## src/design/sri_pkg.sv

```systemverilog
// ============================================================================
// sri_pkg: shared types and constants of the stack robot interpreter
// Opcodes, status and action codes, controller command and status records.
// ============================================================================
`default_nettype none

package sri_pkg;

    // Opcodes of a program word.
    localparam logic [4:0] OP_MOVE    = 5'd0;
    localparam logic [4:0] OP_LEFT    = 5'd1;
    localparam logic [4:0] OP_RIGHT   = 5'd2;
    localparam logic [4:0] OP_MEASURE = 5'd3;
    localparam logic [4:0] OP_MARK    = 5'd4;
    localparam logic [4:0] OP_BSTART  = 5'd5;
    localparam logic [4:0] OP_BEND    = 5'd6;
    localparam logic [4:0] OP_PUSH    = 5'd7;
    localparam logic [4:0] OP_EXEC    = 5'd8;
    localparam logic [4:0] OP_IFELSE  = 5'd9;
    localparam logic [4:0] OP_SWAP    = 5'd10;
    localparam logic [4:0] OP_MUL     = 5'd11;
    localparam logic [4:0] OP_ADD     = 5'd12;
    localparam logic [4:0] OP_DIV     = 5'd13;
    localparam logic [4:0] OP_SUB     = 5'd14;
    localparam logic [4:0] OP_ROT     = 5'd15;
    localparam logic [4:0] OP_DUP     = 5'd16;
    localparam logic [4:0] OP_LOOP    = 5'd17;
    localparam logic [4:0] OP_DROP    = 5'd18;

    // Status codes of a result word.
    localparam logic [3:0] ST_OK      = 4'd0;
    localparam logic [3:0] ST_STOPPED = 4'd1;
    localparam logic [3:0] ST_WATER   = 4'd2;
    localparam logic [3:0] ST_CRASH   = 4'd3;
    localparam logic [3:0] ST_OFFMAP  = 4'd4;
    localparam logic [3:0] ST_BADADDR = 4'd5;
    localparam logic [3:0] ST_SHORT   = 4'd6;
    localparam logic [3:0] ST_DIVZERO = 4'd7;
    localparam logic [3:0] ST_FULL    = 4'd8;

    // Robot actions.
    localparam logic [2:0] ACT_NONE    = 3'd0;
    localparam logic [2:0] ACT_MOVE    = 3'd1;
    localparam logic [2:0] ACT_LEFT    = 3'd2;
    localparam logic [2:0] ACT_RIGHT   = 3'd3;
    localparam logic [2:0] ACT_MEASURE = 3'd4;

    // Input word kinds.
    localparam logic FUNC_LOAD = 1'b0;

    // Register index bit of the configuration port.
    localparam logic REG_PROGRAM_LENGTH = 1'b0;

    // Datapath commands issued by the controller.
    typedef enum logic [3:0] {
        CMD_IDLE,
        CMD_FETCH,
        CMD_RD1,
        CMD_RD2,
        CMD_RD3,
        CMD_EXEC,
        CMD_WR2,
        CMD_DIV,
        CMD_ROTA,
        CMD_ROTAE,
        CMD_ROTB,
        CMD_ROTBE,
        CMD_TOP,
        CMD_TOPW,
        CMD_HOLD
    } t_cmd;

    // Where execution goes after the execute cycle.
    typedef enum logic [1:0] {
        RT_DONE,
        RT_WR2,
        RT_DIV
    } t_route;

    typedef struct packed {
        t_cmd op;
        logic accept;
    } t_ctl;

    typedef struct packed {
        logic   early;
        t_route route;
        logic   div_done;
        logic   is_rot;
        logic   last;
    } t_stat;

endpackage

`default_nettype wire

```

## src/design/sri_ctrl.sv

```systemverilog
// ============================================================================
// sri_ctrl: sequencing state machine of the interpreter
// Walks each executed word through fetch, operand reads, execute, divide or rotate and result stages.
// ============================================================================
`default_nettype none

module sri_ctrl (
    input  wire logic           i_clk,
    input  wire logic           i_rst_n,
    input  wire logic           i_in_valid,
    output logic                o_in_ready,
    output logic                o_out_valid,
    input  wire logic           i_out_ready,
    input  wire sri_pkg::t_stat i_stat,
    output sri_pkg::t_ctl       o_ctl
);

    import sri_pkg::*;

    typedef enum logic [14:0] {
        S_IDLE  = 15'h0001,
        S_FETCH = 15'h0002,
        S_RD1   = 15'h0004,
        S_RD2   = 15'h0008,
        S_RD3   = 15'h0010,
        S_EXEC  = 15'h0020,
        S_WR2   = 15'h0040,
        S_DIV   = 15'h0080,
        S_ROTA  = 15'h0100,
        S_ROTAE = 15'h0200,
        S_ROTB  = 15'h0400,
        S_ROTBE = 15'h0800,
        S_TOP   = 15'h1000,
        S_TOPW  = 15'h2000,
        S_OUT   = 15'h4000
    } t_state;

    t_state r_state;
    t_state n_state;

    // Next state.
    always_comb begin
        n_state = r_state;
        unique case (r_state)
            S_IDLE: begin
                if (i_in_valid) begin
                    n_state = i_stat.early ? S_TOP : S_FETCH;
                end
            end
            S_FETCH: n_state = S_RD1;
            S_RD1:   n_state = S_RD2;
            S_RD2:   n_state = S_RD3;
            S_RD3:   n_state = S_EXEC;
            S_EXEC: begin
                unique case (i_stat.route)
                    RT_WR2:  n_state = S_WR2;
                    RT_DIV:  n_state = S_DIV;
                    default: n_state = S_TOP;
                endcase
            end
            S_WR2: n_state = S_TOP;
            S_DIV: begin
                if (i_stat.div_done) begin
                    n_state = i_stat.is_rot ? S_ROTA : S_TOP;
                end
            end
            S_ROTA: begin
                if (i_stat.last) begin
                    n_state = S_ROTAE;
                end
            end
            S_ROTAE: n_state = S_ROTB;
            S_ROTB: begin
                if (i_stat.last) begin
                    n_state = S_ROTBE;
                end
            end
            S_ROTBE: n_state = S_TOP;
            S_TOP:   n_state = S_TOPW;
            S_TOPW:  n_state = S_OUT;
            S_OUT: begin
                if (i_out_ready) begin
                    n_state = S_IDLE;
                end
            end
            default: n_state = S_IDLE;
        endcase
    end

    always_ff @(posedge i_clk) begin
        if (!i_rst_n) begin
            r_state <= S_IDLE;
        end else begin
            r_state <= n_state;
        end
    end

    // Command to the datapath.
    always_comb begin
        o_ctl.accept = (r_state == S_IDLE) && i_in_valid;
        unique case (r_state)
            S_IDLE:  o_ctl.op = CMD_IDLE;
            S_FETCH: o_ctl.op = CMD_FETCH;
            S_RD1:   o_ctl.op = CMD_RD1;
            S_RD2:   o_ctl.op = CMD_RD2;
            S_RD3:   o_ctl.op = CMD_RD3;
            S_EXEC:  o_ctl.op = CMD_EXEC;
            S_WR2:   o_ctl.op = CMD_WR2;
            S_DIV:   o_ctl.op = CMD_DIV;
            S_ROTA:  o_ctl.op = CMD_ROTA;
            S_ROTAE: o_ctl.op = CMD_ROTAE;
            S_ROTB:  o_ctl.op = CMD_ROTB;
            S_ROTBE: o_ctl.op = CMD_ROTBE;
            S_TOP:   o_ctl.op = CMD_TOP;
            S_TOPW:  o_ctl.op = CMD_TOPW;
            default: o_ctl.op = CMD_HOLD;
        endcase
    end

    assign o_in_ready  = (r_state == S_IDLE);
    assign o_out_valid = (r_state == S_OUT);

endmodule

`default_nettype wire

```

## config.mk

```make
export PLATFORM = sky130hd
export DESIGN_NAME = sri_ctrl
export DESIGN_NICKNAME = d
export VERILOG_FILES = /design/src/design/sri_pkg.sv /design/src/design/sri_ctrl.sv
export SDC_FILE = /design/constraint.sdc
export NUM_CORES = 1
export LEC_CHECK = 0
export BUFFER_PORTS_ARGS = -buffer_cell sky130_fd_sc_hd__buf_2
export CAP_MARGIN = 20
export CORE_ASPECT_RATIO = 0.75
export CORE_MARGIN = 5
export CORE_UTILIZATION = 50
export DETAILED_ROUTE_END_ITERATION = 6
export GPL_ROUTABILITY_DRIVEN = 0
export PLACE_DENSITY = 0.71
export SLEW_MARGIN = 20
export SYNTH_ARGS = -nofsm -noshare
export SYNTH_HDL_FRONTEND = slang
export SYNTH_SLANG_ARGS = --single-unit
```

## constraint.sdc

```tcl
create_clock -name i_clk -period 5.4 [get_ports i_clk]
set_input_delay 1.08 -clock i_clk [delete_from_list [all_inputs] [get_ports i_clk]]
set_output_delay 1.08 -clock i_clk [all_outputs]
set_load 0.01 [all_outputs]
```

==> impl_summary.log <==
[metrics] power per cell area: 242 mW/mm2
[metrics] router iterations before antenna repair: 4
[metrics] vias per cell: 6.36
[metrics] maximum number of pins on one net before global-route repair: 13
[metrics] Die H: just over 50 um
[metrics] number of buffers inserted by port buffering: 16
[metrics] share of synthesized flip-flops with an asynchronous set or reset: 0
[metrics] worst skew pair latency: between 0.2 and 0.3 ns
[metrics] placed cells: ~170
[metrics] worst-case reg-to-reg path depth: 5
[metrics] top-area cell type share of the netlist area: 0.263
[metrics] Via Count: between 1000 and 1500
[metrics] core area: ~0.0022 mm2
[metrics] Register-to-Register Setup Slack: approximately 3.1 ns
[metrics] endpoint of the most critical register-to-register path: r_state[9]
[metrics] Avg WL per Cell: around 15 um
[metrics] share of the yosys chip area belonging to registers: 0.263
[metrics] Cell variety after synth: 46
[metrics] dominant synthesized flop cell: dfxtp_1
[metrics] register bank with the most flops: r_state
[metrics] Starting Density: 0.512
[metrics] clock sinks: 15
[metrics] Layout Cells excl Fill: 178
[metrics] net count after synthesis: approximately 160
[metrics] Post-Route Setup TNS: 0 ns
[metrics] flops & latches, synth: 15
[metrics] CP max FO: 11
[metrics] setup slack after placement: 2.18 ns
[metrics] first-pass GRT wire length: about 4500 um
[metrics] initial drt markers: between 100 and 150
[metrics] crit end category: primary output
[metrics] Setup crit end: o_ctl[3]
[metrics] final setup skew: ~0.016 ns
[metrics] setup repair bufs after CTS: 0
[metrics] Net count, final: approximately 170
[metrics] standard-cell rows: 15
[metrics] global route total overflow: 0
[metrics] vias in the first global route: ~1000
[metrics] DPL Wire Length: between 2000 and 2500 um
[metrics] final-report max-slew violation count: 0
[metrics] cts hold-fix bufs: 0
[metrics] number of synthesis warnings: 0
[metrics] setup repair after global routing missed its margin: false
[metrics] final routed wirelength across all metal layers: about 2700 um
[metrics] synth-to-layout area growth: 6.46%
[metrics] Synth Area per Inst: between 7 and 8 um2
[metrics] number of design rule violations left after detail routing: 0
[metrics] library cell with the largest summed area after synthesis: dfxtp_1
[metrics] level count of the clock H-tree: 1
[metrics] buffers from clock root to sink, at most: 2
[metrics] share of post-route cells with drive strength above 1: 0.183
[metrics] IR Drop Worst-Case VDD: about 0.18 mV
[metrics] number of synthesized flops with an enable pin: 0
[metrics] number of buffers created by CTS: 3
[metrics] Hold Violations, Final: 0
[metrics] max capacitance violation total: 0
[metrics] run status: finished, final reports clean
[metrics] slew of the pin with the lowest slew margin: roughly 0.90 ns
[metrics] Required @ worst endpoint: ~4.3 ns
[metrics] Setup Viol. Count Final: 0
[metrics] startpoint of the worst-slack reg-to-reg timing path: r_state[8]
[metrics] CTS tree: built
[metrics] count of boundary I/O pins: 17
[metrics] Setup crit start: r_state[8]
[metrics] diode count: 0
[metrics] Resized Gates After CTS: 0
[metrics] worst endpoint data arrival time: ~2.3 ns
[metrics] worst hold path type: reg -> reg
[metrics] Critical Path Start Type: register
[metrics] Final min period: ~3.4 ns
[metrics] Fillers: between 200 and 250
[metrics] initial antenna violation count: 0
[metrics] die area: 0.00335 mm2
[metrics] flip-flop count of the largest register, all copies and words added: 15
[metrics] summed instance area of the synthesized netlist: about 0.0011 mm2
[metrics] worst slew margin relative to its limit: 0.394
[metrics] critical path start-end classification: reg -> out
[metrics] Tcrit/Tclk final: 0.630
[metrics] die width: about 65 um
[metrics] f_max: 0.294 GHz
[metrics] Final Power: 0.295 mW
[metrics] minimum setup slack in the final design: 2.00 ns
[metrics] total routing resource utilization after global routing: 0.174
[metrics] Routed Antenna Nets: 0
[metrics] number of standard cells after synthesis: 147
[metrics] Regs by FF count: r_state: 15 flops
[metrics] top cells by area in the synthesized netlist: dfxtp_1 (26%), buf_2 (5.3%), nand2_1 (4.9%)
[metrics] Leakage: about 0.49 nW
[metrics] clock-pin slew on the worst setup and hold paths: 0.08 ns
[metrics] Clock Root Buffer: clkbuf_4
[cell families after synthesis]
| family | after synthesis | synth area share |
|---|---|---|
| adder cells (fa/ha/maj) | 2 | 0.0219 |
| AO/OA/AOI/OAI | 24 | 0.153 |
| buffers and inverters | 21 | 0.0831 |
| XOR/XNOR | 8 | 0.0613 |
| flip-flops | 15 | 0.263 |
| multiplexers | 2 | 0.0175 |
| AND/OR/NAND/NOR | 75 | 0.400 |
[critical path, stage by stage, from the launching register on]
cell	delay [ns]
dfxtp_1	0.40
nor4_2	0.83
nand2_1	0.23
nor2b_1	0.31
o22ai_1	0.12
buf_2	0.15
[synth_stat cells, drive strengths merged, types with 2 or more instances]
library cell  count
nor4b             7
ha                2
clkbuf            2
dfxtp            15
a31o              2
nand4             3
nand2            15
o41ai             2
nand3             9
mux2i             2
and2              2
xor2              4
nor3b             2
inv               7
nor4bb            2
a31oi             2
o22ai             2
buf              12
xnor2             4
a21oi             3
o32a              2
nor2             15
nor4              4
nor3              9
o21ai             3
nor2b             2
[worst min-delay path by stage]
stage / from / cells after the start / slack [ns] / end
after floorplan: r_state[10] / 2 / 0.51 / r_state[10]
after global placement: r_state[10] / 2 / 0.53 / r_state[10]
final: r_state[12] / 2 / 0.57 / r_state[13]
after CTS: r_state[12] / 2 / 0.56 / r_state[13]
after global routing: r_state[10] / 2 / 0.60 / r_state[10]
after detailed placement: r_state[12] / 2 / 0.55 / r_state[13]
[cells in the final DEF (no fill, tap or decap), drive strengths merged, types with 2 or more instances in the layout]
master	instances
clkbuf	4
nand2	15
a31o	2
nor2b	2
and2	2
nor3	9
nor4bb	2
nand4	3
xor2	4
o21ai	3
ha	2
o41ai	2
nor3b	2
nor2	15
dfxtp	15
nor4b	7
nor4	4
buf	16
a21oi	3
mux2i	2
o22ai	2
a31oi	2
inv	7
o32a	2
nand3	9
xnor2	4
[per-layer routing]
layer / share of wire / GRT usage / wire [um]
met2: 0.45 / 0.264 / 1200
met1: 0.43 / 0.226 / 1160
met5: 0 / 0 / 0
met3: 0.097 / 0.0637 / 261
met4: 0.019 / 0.0621 / 51
[cell type report]
cell class | instances | area, um2 | area share
inverters | 7 | 26.3 | 0.0216
flip-flops and latches | 15 | 300 | 0.247
multi-input cells | 111 | 753 | 0.619
clock buffers | 4 | 26.3 | 0.0216
repair buffers | 16 | 80.1 | 0.0658
well taps | 25 | 31.3 | 0.0257
[per-stage QoR]
stage | instance area, um2 | util | hold WS [ns]
after floorplan | 1140 | - | 0.505
after global placement | 1190 | 0.531 | 0.530
after detailed placement | 1190 | 0.531 | 0.548
after CTS | 1210 | 0.543 | 0.561
after global routing | 1220 | 0.545 | 0.595
final | 1220 | 0.545 | 0.568
[power by group]
group / internal, mW / total, mW / switching, mW
clock network: 0.0287 / 0.0661 / 0.0374
registers: 0.115 / 0.125 / 0.0103
logic: 0.0445 / 0.104 / 0.0591
total: 0.188 / 0.295 / 0.107
Power figures use the tool's default switching activity.
